$ cat config.mk
export PLATFORM = sky130hd
export DESIGN_NAME = lzswd_ctrl
export DESIGN_NICKNAME = d
export VERILOG_FILES = /design/src/lzswd_pkg.sv /design/src/lzswd_ctrl.sv
export SDC_FILE = /design/constraint.sdc
export NUM_CORES = 1
export LEC_CHECK = 0
export BUFFER_PORTS_ARGS = -buffer_cell sky130_fd_sc_hd__buf_2
export CAP_MARGIN = 40
export CORE_AREA = 2 2 39 41
export DETAILED_ROUTE_END_ITERATION = 8
export DIE_AREA = 0 0 41 43
export GPL_TIMING_DRIVEN = 1
export PLACE_DENSITY_LB_ADDON = 0.1
export SETUP_SLACK_MARGIN = 0.02
export SYNTH_ARGS = -nofsm -noshare
export SYNTH_HDL_FRONTEND = slang
export SYNTH_SLANG_ARGS = --single-unit
$ cat constraint.sdc
create_clock -name clk -period 1.6 [get_ports clk]
set_input_delay 0.08 -clock clk [delete_from_list [all_inputs] [get_ports clk]]
set_output_delay 0.08 -clock clk [all_outputs]
set_load 0.1 [all_outputs]
$ cat src/lzswd_pkg.sv
package lzswd_pkg;

  localparam int WINDOW_BITS = 13;
  localparam int LENGTH_BITS = 4;
  localparam int WINDOW_SIZE = 1 << WINDOW_BITS;
  localparam int TOKEN_LEN   = 1 + WINDOW_BITS + LENGTH_BITS;
  localparam int CNT_W       = $clog2(TOKEN_LEN + 1);
  localparam int LIT_COUNT   = 9;
  localparam int END_COUNT   = 1 + WINDOW_BITS;
  localparam int MIN_MATCH   = 3;
  localparam int LEN_W       = LENGTH_BITS + 1;
  localparam int MAX_RESULTS = 19;
  localparam int NRES_W      = $clog2(MAX_RESULTS + 1);
  localparam int COUNT_W     = 24;
  localparam int PAD_BITS    = 64;
  localparam int PAD_W       = $clog2(PAD_BITS);

  localparam logic [1:0] STATUS_DATA     = 2'd0;
  localparam logic [1:0] STATUS_DONE     = 2'd1;
  localparam logic [1:0] STATUS_OVERFLOW = 2'd2;

  typedef enum logic [2:0] {
    ST_CLEAR,
    ST_IDLE,
    ST_BITS,
    ST_COPY,
    ST_FINAL
  } state_t;

  typedef enum logic [1:0] {
    TK_NONE,
    TK_LIT,
    TK_END,
    TK_MATCH
  } tok_kind_t;

  typedef struct packed {
    logic clear_step;
    logic load_in;
    logic feed;
    logic emit_lit;
    logic emit_end;
    logic start_copy;
    logic emit_copy;
    logic flush;
  } ctrl_cmd_t;

  typedef struct packed {
    tok_kind_t tok_kind;
    logic      can_push;
    logic      out_free;
    logic      hold_valid;
    logic      emit_term;
    logic      copy_last;
    logic      bits_done;
    logic      clear_last;
  } dp_status_t;

endpackage

$ cat src/lzswd_ctrl.sv
module lzswd_ctrl (
  input  logic                  clk,
  input  logic                  rst_n,
  input  logic                  in_valid,
  output logic                  in_ready,
  input  lzswd_pkg::dp_status_t sts,
  output lzswd_pkg::ctrl_cmd_t  cmd
);

  lzswd_pkg::state_t state_r, state_nxt;

  always_ff @(posedge clk) begin
    if (!rst_n) begin
      state_r <= lzswd_pkg::ST_CLEAR;
    end else begin
      state_r <= state_nxt;
    end
  end

  always_comb begin
    state_nxt = state_r;
    case (state_r)
      lzswd_pkg::ST_CLEAR: begin
        if (sts.clear_last) state_nxt = lzswd_pkg::ST_IDLE;
      end
      lzswd_pkg::ST_IDLE: begin
        if (in_valid) state_nxt = lzswd_pkg::ST_BITS;
      end
      lzswd_pkg::ST_BITS: begin
        if (sts.bits_done) begin
          state_nxt = lzswd_pkg::ST_FINAL;
        end else begin
          case (sts.tok_kind)
            lzswd_pkg::TK_LIT: begin
              if (sts.can_push && sts.emit_term) state_nxt = lzswd_pkg::ST_FINAL;
            end
            lzswd_pkg::TK_END: begin
              if (sts.can_push) state_nxt = lzswd_pkg::ST_FINAL;
            end
            lzswd_pkg::TK_MATCH: state_nxt = lzswd_pkg::ST_COPY;
            default: state_nxt = lzswd_pkg::ST_BITS;
          endcase
        end
      end
      lzswd_pkg::ST_COPY: begin
        if (sts.can_push) begin
          if (sts.emit_term) state_nxt = lzswd_pkg::ST_FINAL;
          else if (sts.copy_last) state_nxt = lzswd_pkg::ST_BITS;
        end
      end
      lzswd_pkg::ST_FINAL: begin
        if (!sts.hold_valid || sts.out_free) state_nxt = lzswd_pkg::ST_IDLE;
      end
      default: state_nxt = lzswd_pkg::ST_CLEAR;
    endcase
  end

  always_comb begin
    cmd      = '0;
    in_ready = 1'b0;
    case (state_r)
      lzswd_pkg::ST_CLEAR: cmd.clear_step = 1'b1;
      lzswd_pkg::ST_IDLE: begin
        in_ready    = 1'b1;
        cmd.load_in = in_valid;
      end
      lzswd_pkg::ST_BITS: begin
        if (!sts.bits_done) begin
          case (sts.tok_kind)
            lzswd_pkg::TK_LIT: begin
              cmd.feed     = sts.can_push;
              cmd.emit_lit = sts.can_push;
            end
            lzswd_pkg::TK_END: begin
              cmd.feed     = sts.can_push;
              cmd.emit_end = sts.can_push;
            end
            lzswd_pkg::TK_MATCH: begin
              cmd.feed       = 1'b1;
              cmd.start_copy = 1'b1;
            end
            default: cmd.feed = 1'b1;
          endcase
        end
      end
      lzswd_pkg::ST_COPY: cmd.emit_copy = sts.can_push;
      lzswd_pkg::ST_FINAL: cmd.flush = sts.hold_valid && sts.out_free;
      default: cmd = '0;
    endcase
  end

endmodule

After elaboration in Yosys (flattened, before gate mapping)
Index checks and enable logic that the tools add are counted.
{"block": "classes", "eq_ne": 14, "muxes": 22, "n_reduce_logical": 7}
{"op": "two-way mux 3 bit", "n": 9}
{"op": "one-hot mux 3 bit (5 select lines)", "n": 1}
{"op": "two-way mux 1 bit", "n": 9}
{"op": "one-hot mux 3 bit (3 select lines)", "n": 1}
{"op": "two-way mux 4 bit", "n": 2}
{"op": "!= test 2 bit, second input constant", "n": 4}
{"op": "!= test 4 bit, second input constant", "n": 2}
{"op": "AND reduction 7 bit", "n": 1}
{"op": "== test 3 x 2 -> 1 bit, second input constant", "n": 2}
{"op": "== test 2 bit, second input constant", "n": 2}
{"op": "== test 3 x 1 -> 1 bit, second input constant", "n": 1}
{"op": "== test 3 bit, second input constant", "n": 1}
{"op": "logical NOT 3 bit", "n": 1}
{"op": "!= test 3 bit, second input constant", "n": 1}
{"op": "== test 2 x 1 -> 1 bit, second input constant", "n": 1}
{"op": "logical AND 1 bit", "n": 2}
{"op": "OR reduction 2 bit", "n": 1}
{"op": "logical NOT 1 bit", "n": 1}
{"op": "logical OR 1 bit", "n": 1}
{"block": "word_totals", "ff_bits": 3}

Depth between registers and ports, before layout
Gate-level depths: netlist of run 1.
{"block": "logic_depth", "ltp_word": 5, "mapped_depth": 7, "ltp_nobuf": 7}

Least setup slack after synthesis of run 1
Ideal clock, no wire load.
{"block": "synth_path", "path_kind": "register to output", "from": "reg state_r[0]", "to": "out cmd[6] (netlist name)", "arrival_time_ns": 3.810, "required_time_ns": 1.520, "setup_slack_ns": -2.290, "path_stages_with_launch": 4, "n_path_buf": 1, "path_cell_list": "dfxtp_1 buf_4 nor3b_1 and2_1"}
{"item": "from (decl)", "line": "lzswd_ctrl.sv:10", "source": "lzswd_pkg::state_t state_r, state_nxt;"}
{"item": "from (signal assigned)", "line": "lzswd_ctrl.sv:14", "source": "state_r <= lzswd_pkg::ST_CLEAR;"}
{"item": "from (signal assigned)", "line": "lzswd_ctrl.sv:16", "source": "state_r <= state_nxt;"}
{"item": "to (decl)", "line": "lzswd_ctrl.sv:7", "source": "output lzswd_pkg::ctrl_cmd_t cmd"}

==> results of run 1 <==
per-layer routing:
layer  GRT usage [%]  up-vias
li1                -      215
met1            15.4      181
met2            17.5       11
met3            1.57        0
met4            8.00        0
met5               0        -
cell families after synthesis:
| group | count (synthesis) | share of synthesized area [%] |
|---|---|---|
| AO/OA/AOI/OAI | 12 | 24.0 |
| adder cells (fa/ha/maj) | 3 | 9.01 |
| buffers and inverters | 6 | 9.91 |
| flip-flops | 3 | 14.4 |
| AND/OR/NAND/NOR | 20 | 42.6 |
per-stage QoR:
stage                     TNS, ns  cell area, µm²  cells  hold WS, ns
final                           0             713     85        0.107
after global routing            0             713     85        0.123
after CTS                       0             703     84       0.0970
after detailed placement        0             677     80        0.343
after global placement          0             677     80        0.331
after floorplan            -0.521             448     44        0.197
worst min path at each step:
stage                                          to  startpoint  cells after the start  slack (ns)
final                     state_r[2]$_SDFFE_PN0P_       rst_n                      2        0.11
after detailed placement  state_r[2]$_SDFFE_PN0P_       rst_n                      2        0.34
after global placement    state_r[2]$_SDFFE_PN0P_       rst_n                      2        0.33
after floorplan           state_r[2]$_SDFFE_PN0P_       rst_n                      1        0.20
after global routing      state_r[2]$_SDFFE_PN0P_       rst_n                      2        0.12
after CTS                 state_r[2]$_SDFFE_PN0P_       rst_n                      2         0.1
area by class of cell:
class | instances | area share [%]
Tap cell | 16 | 2.81
Clock buffer | 4 | 3.68
Multi-Input combinational cell | 35 | 47.5
Sequential cell | 3 | 9.30
Inverter | 3 | 1.58
Timing Repair Buffer | 24 | 35.1
cell usage after synthesis, types with 2 or more instances:
| library cell | count | area, µm² |
|---|---|---|
| a21oi_1 | 2 | 10.0 |
| and2_1 | 2 | 12.5 |
| and3_1 | 2 | 12.5 |
| buf_6 | 2 | 22.5 |
| dfxtp_1 | 3 | 60.1 |
| ha_1 | 3 | 37.5 |
| inv_1 | 3 | 11.3 |
| nand2_1 | 2 | 7.51 |
| nor2b_1 | 2 | 12.5 |
| nor4b_4 | 2 | 47.6 |
| o21a_1 | 2 | 15.0 |
| o21ai_0 | 3 | 15.0 |
what timing repair did:
action / in CTS / in global routing
setup buffers: 0 / 1
gates resized for setup: 0 / 2
setup endpoints to repair: 0 / 2
power groups by stage:
stage | clock (mW) | sequential, mW | combinational, mW
after floorplan | 0 | 0.131 | 0.674
after global placement | 0 | 0.178 | 0.800
after detailed placement | 0 | 0.179 | 0.801
after CTS | 0.139 | 0.178 | 0.802
after global routing | 0.140 | 0.179 | 0.856
final | 0.130 | 0.173 | 0.818
==> impl.org, run 1 <==
** Run status
- The run finished with clean final reports.

** STA
- RSZ-0062 raised after global routing :: false
- The final-report hold violation count came to 0.
- The worst path in the final design needs a cycle of 1.52 ns, including I/O delays and setup.
- Number of pins exceeding their max-slew limit in the final report :: 0
- Across the routed clock network, the largest skew measured is 0.00201 ns.
- Worst slew margin relative to its limit :: 67.8%
- In the post-route analysis, the smallest setup slack over all paths is 0.0781 ns.
- For the pin with the worst max-slew slack, the measured transition is 0.486 ns.
- Post-route fraction of the period consumed by the critical path :: 95.1%
- Setup violations remaining at the end of the flow were counted as 0.
- Based on the critical path, the design can be clocked at up to 657 MHz.

** Pwr
- Reg power frac :: 15.4%
- Power spread over the standard cell area amounts to around 1600 mW/mm².
- Static Leak :: 0.327 nW
- In this run, the clock network consumes 11.6% of the power.
- Across the VDD grid, the largest voltage drop is 0.810 mV.
- Switching share of power :: 53.7%
- Net switching power of the design :: 0.602 mW
- Internal power comes to between 0.5 and 0.6 mW.
- Post-route total power :: 1.12 mW
- Combinational logic is responsible for 72.9% of the overall power.

** Cells and area
- # nets final :: 85
- Layout-stage area growth over the synthesis result :: 71.2%
- Filler instances :: about 120
- Leaving out fill and tap cells, the most frequent cell in the layout is buf_2.
- The top cell types in the final layout, fill and taps aside, are 12 x buf_2, 8 x buf_12, 4 x buf_4.
- Registers with the most flip-flops :: state_r (3)
- Max reg flops :: 3
- Cells fill 51.5% of the core in the end.
- Across the whole layout, storage elements account for 66.3 µm².
- 0 antenna diodes ended up in the layout.
- Fraction of layout instances using a drive strength above 1 :: about 62%
- In the final layout, the multi-input gates occupy 339 µm².
- Counting flops per register, the top entry is state_r.

** Critical path
- The most critical setup path has its endpoint at cmd[3].
- In this run the worst path has a maximum fanout of 13.
- In this run the worst setup path begins at state_r[0]$_SDFFE_PN0P_.
- Depth of the most critical reg-to-reg path :: 5
- Across all register-to-register paths, the minimum setup slack is about 0.14 ns.
- Largest incremental delay on the critical path :: roughly 0.38 ns
- Reg2reg start :: state_r[0]$_SDFFE_PN0P_
- Required time of the critical path :: 1.52 ns
- The signal on the critical path passes through nor4b_4 -> buf_4 -> and3_2 -> buf_12.
- Reg-to-reg endpoint :: state_r[2]$_SDFFE_PN0P_
- Counting both buffers and inverters, the worst setup path holds a total of 2.
- The critical path crosses 4 cells after its start point.
- The worst setup path is launched from a flip-flop.
- Worst setup path category :: flip-flop to output port
- CP Data Arrival Time :: 1.44 ns
- Worst-path cell with the longest stage delay :: dfxtp_4
- Critical path capture point type :: output port
- Broken down by cell family, the worst path's largest delay share belongs to simple AND/OR/NAND/NOR gates.

** Flow run
- Max-cap violations in this run came to 0.

** Yosys
- Synthesized Nets :: 59
- A synthesized cell averages 9.47 µm².
- Synthesized netlist cell count :: 44
- After synthesis, the netlist uses 28 different library cells.
- Of all flip-flops after synthesis, the portion carrying an async set or reset was 0%.
- Sequential cells were found to cover 14.4% of the synthesized design area.
- Flops & latches, synth :: 3
- In this run the cell area of the synthesized design comes to roughly 420 µm².
- Synth Flop Type :: dfxtp_1
- Counting flops with a built-in enable in the synthesized netlist gives 0.
- Warnings, synthesis :: 0

** Routing
- After detailed routing, the total wire length is 922 µm.
- Highest signal layer in the routed design :: met3
- After detailed routing, the met3 layer carries 54 µm of wire.
- Wire length on met1 :: 437 µm
- # DRC :: 0
- DRT iter0 DRCs :: 3
- Number of vias per cell :: 4.79
- Number of optimization iterations in the first detailed-route pass :: 2
- Average wire per cell in the routed design :: 10.8 µm
- The final route contains approximately 410 vias.
- Routed met2 length :: 430 µm
- The count of nets left with antenna violations once routing finished came out at 0.

** Floorplanning
- The floorplan step defined a core boundary enclosing 0.00138 mm².
- The floorplan has 14 rows.
- Horizontal die dimension :: 41 µm
- I/O Pins :: 21
- Total Die Area :: 0.00176 mm²
- The initial utilization of the core area, before any placement, comes to between 30 and 40%.
- Die height :: ~43 µm

** Clocking
- Clock Latency Late Sink :: 0.23 ns
- CTS built an H-tree with a depth of 1.
- TritonCTS clock tree :: done
- The longest clock path from root to sink contains 2 buffers.
- Cts hold-fix bufs :: 0
- CTS saw 3 sinks.
- Buffers inserted during clock tree synthesis total 3.
- In this run the clock root is driven by a clkbuf_4.
- After clock tree synthesis, the clock-pin slew on the worst setup and hold paths is about 0.040 ns.

** Hold path
- In this run the worst hold path is classified as primary input to flip-flop.

** Global route
- Number of global-route vias before repair :: 381
- The first global-routing pass estimated 1460 µm of wire.
- The number of antenna violations at the first check in global routing came to 0.
- Summed over all layers, the global routing overflow is 0.
- Largest net degree at the start of global routing :: 14
- Global routing used around an eighth of the available tracks across all layers.

** Place
- OpenSTA, run right after detailed placement, puts the worst setup slack at approximately 0.13 ns.
- The congestion estimate from routability-driven global placement came to 0.777.
- The HPWL after detailed placement is between 700 and 800 µm.
- Input and output buffers added on the ports amount to 20.
(Power assumes the default switching activity.)
==> inputs of run 2 (changes only) <==
--- a/config.mk
+++ b/config.mk
@@ -5,11 +5,11 @@
 export SDC_FILE = /design/constraint.sdc
 export NUM_CORES = 1
 export LEC_CHECK = 0
-export BUFFER_PORTS_ARGS = -buffer_cell sky130_fd_sc_hd__buf_2
 export CAP_MARGIN = 40
 export CORE_AREA = 2 2 39 41
 export DETAILED_ROUTE_END_ITERATION = 8
 export DIE_AREA = 0 0 41 43
+export DONT_BUFFER_PORTS = 1
 export GPL_TIMING_DRIVEN = 1
 export PLACE_DENSITY_LB_ADDON = 0.1
 export SETUP_SLACK_MARGIN = 0.02
==> impl.org, run 2 (synthesized netlist as in run 1, its figures left out) <==
** STA
- The post-route fraction of the period consumed by the critical path came to 94.6% (-0.54 points).
- The final worst slack came to 0.0868 ns (+0.00864 ns).
- Number of pins exceeding their max-slew limit in the final report :: 0 (unchanged)
- Setup repair after global routing left no endpoint under its margin.
- Final setup violation count :: 0 (unchanged)
- The maximum operating frequency is 661 MHz (+0.57%).
- Worst slew margin relative to its limit :: 78.6% (+11 points)
- The final-report hold violation count was 0 (unchanged).
- The time the final worst path needs with I/O delays and setup was 1.51 ns (-0.00864 ns).
- The slew of the pin with the lowest slew margin is 0.321 ns (-0.165 ns).
- The final worst clock skew came to 0.00290 ns (+0.000894 ns).

** Pwr
- Switching share of power :: 53.7% (-0.055 points)
- Net switching power of the design :: 0.604 mW (+0.38%)
- The power share of the combinational group is 72.9% (about the same).
- Worst vdd ir :: 0.772 mV (-4.7%)
- Power Internal :: 0.522 mW (+0.60%)
- Static Leak :: 0.299 nW (-8.6%)
- Power share of the clock group :: 11.6% (about the same)
- Reg power frac :: 15.4% (about the same)
- The total power density per cell area came to 1660 mW/mm² (+5.5%).

** Routing
- The total wire length after detailed routing came to 923 µm (+0.11%).
- The wire length per cell was 12.0 µm (+11%).
- The violation count after the first detailed-route iteration came to 2 (-1).
- # DRC :: 0 (unchanged)
- The via count of the routed design is 395 (-2.9%).
- The number of antenna-violating nets in the routed design came to 0 (unchanged).
- The via count normalized by instance count was 5.13 (+7.1%).
- The iteration count of the initial detailed-routing pass was 4 (+2).

** Cells and area
- Antenna diode count :: 0 (unchanged)
- Top reg by flops :: state_r
- The area growth from synthesis to layout is 63.1%.
- # nets final :: 77 (-9.4%)
- The library cells used most frequently in the layout, excluding fill and tap cells, are 8 x buf_4, 7 x buf_12.
- The library cell used most frequently in the layout, excluding fill and tap cells, is buf_4.
- In the final layout, the registers with the most flip-flops are state_r (3).
- Post-layout utilization of the core :: 49.1% (-2.4 points)
- Filler instances :: 131 (+13%)
- The number of flip-flops under the largest register name was 3 (unchanged).
- Area used by sequential logic in the layout :: 66.3 µm² (unchanged)
- Area of combinational cells with multiple inputs :: 345 µm² (+1.8%)
- Fraction of layout instances using a drive strength above 1 :: 55.7% (-6.6 points)

** Critical path
- The worst-path maximum fanout was 10 (-3).
- Critical Path Source Type :: flip-flop
- Critical path capture point type :: output port
- The data arrival time of the critical path is 1.43 ns (about the same).
- The critical path in this run is classified as flip-flop to output port.
- Required time of the critical path :: 1.52 ns (about the same)

** Clocking
- The number of clock sinks came to 3 (unchanged).
- Clock Latency Late Sink :: 0.23 ns (about the same)
- TritonCTS clock tree :: done
- TritonCTS Buffers :: 3 (unchanged)
- Clock transition at the registers of the reported paths :: 0.04 ns (about the same)
- Max H-tree Level :: 1 (unchanged)
- The maximum buffer depth of the clock tree is 2 (unchanged).
- Clock root buffer :: clkbuf_4

** Flow run
- Max-cap violations :: 0 (unchanged)

** Global route
- The maximum number of pins on one net before global-route repair is 14 (unchanged).
- The wire length of the first global-routing pass came to 1410 µm (-3.3%).
- The via count of the first global-routing pass is 346 (-9.2%).
- Number of antenna violations at the first check in global routing :: 0 (unchanged)
- The global-route usage over all layers was 11.5% (-0.40 points).
- Overflow left after global routing :: 0 (unchanged)

** Run status
- Status :: completed

** Floorplanning
- Die height :: 43 µm (unchanged)
- The width of the chip was 41 µm (unchanged).
- Initial Util :: 30.1% (unchanged)
- The row count is 14 (unchanged).
- The full die area came to 0.00176 mm² (unchanged).
- Core Box Area :: 0.00138 mm² (unchanged)
- The total I/O pin count came to 21 (unchanged).

** Place
- The count of buffers from port buffering was 0 (-100%).
- Post-placement setup slack :: 0.0858 ns (-0.0392 ns)
- Global placer's final weighted congestion :: 0.807 (+3.9%)
- Hpwl dp :: 733 µm (-4.9%)

** Hold path
- The min-delay analysis places its worst path in the category primary input to flip-flop.
run 2: cell types whose count changed in the layout (fill, tap and decap cells not counted):
cell / before / now
buf_2: 12 / 0
nor3_4: 0 / 1
buf_12: 8 / 7
buf_4: 4 / 8
nor3_2: 1 / 0
dlygate4sd3_1: 0 / 1
run 2: per-layer routing:
| metal | GRT usage [%] | wire length (µm) | up-vias |
|---|---|---|---|
| met3 | 5.24 | 78 | 0 |
| met4 | 4.00 | 0 | 0 |
| li1 | - | - | 199 |
| met5 | 0 | 0 | - |
| met2 | 15.3 | 441 | 13 |
| met1 | 16.0 | 402 | 183 |
run 2: timing repair:
action                                  4_1_cts  5_1_grt
hold endpoints to repair                      3        0
buffers inserted                              0        2
resized for setup                             0        2
hold buffers                                  1        0
endpoints found under the setup margin        0        4
run 2: final cells by class:
type / count / area share (%)
clock buffer: 4 / 3.87
tap: 16 / 2.95
sequential: 3 / 9.76
multi-input combinational: 35 / 50.8
timing repair buffer: 16 / 30.9
inverter: 3 / 1.66
run 2: power by group through the flow:
stage                     registers (mW)  clock network, mW  logic (mW)
after floorplan                    0.131                  0       0.674
after global placement             0.184                  0       0.769
after detailed placement           0.186                  0       0.773
after CTS                          0.185              0.135       0.777
after global routing               0.182              0.142       0.855
final                              0.174              0.131       0.822
run 2: worst max-delay path, cell delays in order (launching register included):
cell     delay (ns)
dfxtp_4        0.38
nor4b_4        0.28
buf_4          0.16
and3_2         0.20
buf_12         0.17
run 2: final timing paths:
check | from | slack, ns | endpoint | cells past startpoint
setup / recovery | state_r[0]$_SDFFE_PN0P_ | 0.09 | cmd[3] | 4
setup reg to reg | state_r[0]$_SDFFE_PN0P_ | 0.13 | state_r[2]$_SDFFE_PN0P_ | 5
hold reg to reg | state_r[1]$_SDFFE_PN0P_ | 0.51 | state_r[1]$_SDFFE_PN0P_ | 2
hold / removal | sts[3] | 0.11 | state_r[1]$_SDFFE_PN0P_ | 3
run 2: through the flow:
| stage | power, mW | cells | TNS [ns] | hold WS, ns | area [µm²] |
|---|---|---|---|---|---|
| CTS | 1.10 | 75 | 0 | 0.117 | 662 |
| detailed placement | 0.958 | 70 | 0 | 0.207 | 626 |
| finish | 1.13 | 77 | 0 | 0.108 | 679 |
| global placement | 0.953 | 70 | 0 | 0.199 | 626 |
| floorplan | 0.805 | 44 | -0.521 | 0.197 | 448 |
| global route | 1.18 | 77 | 0 | 0.143 | 679 |
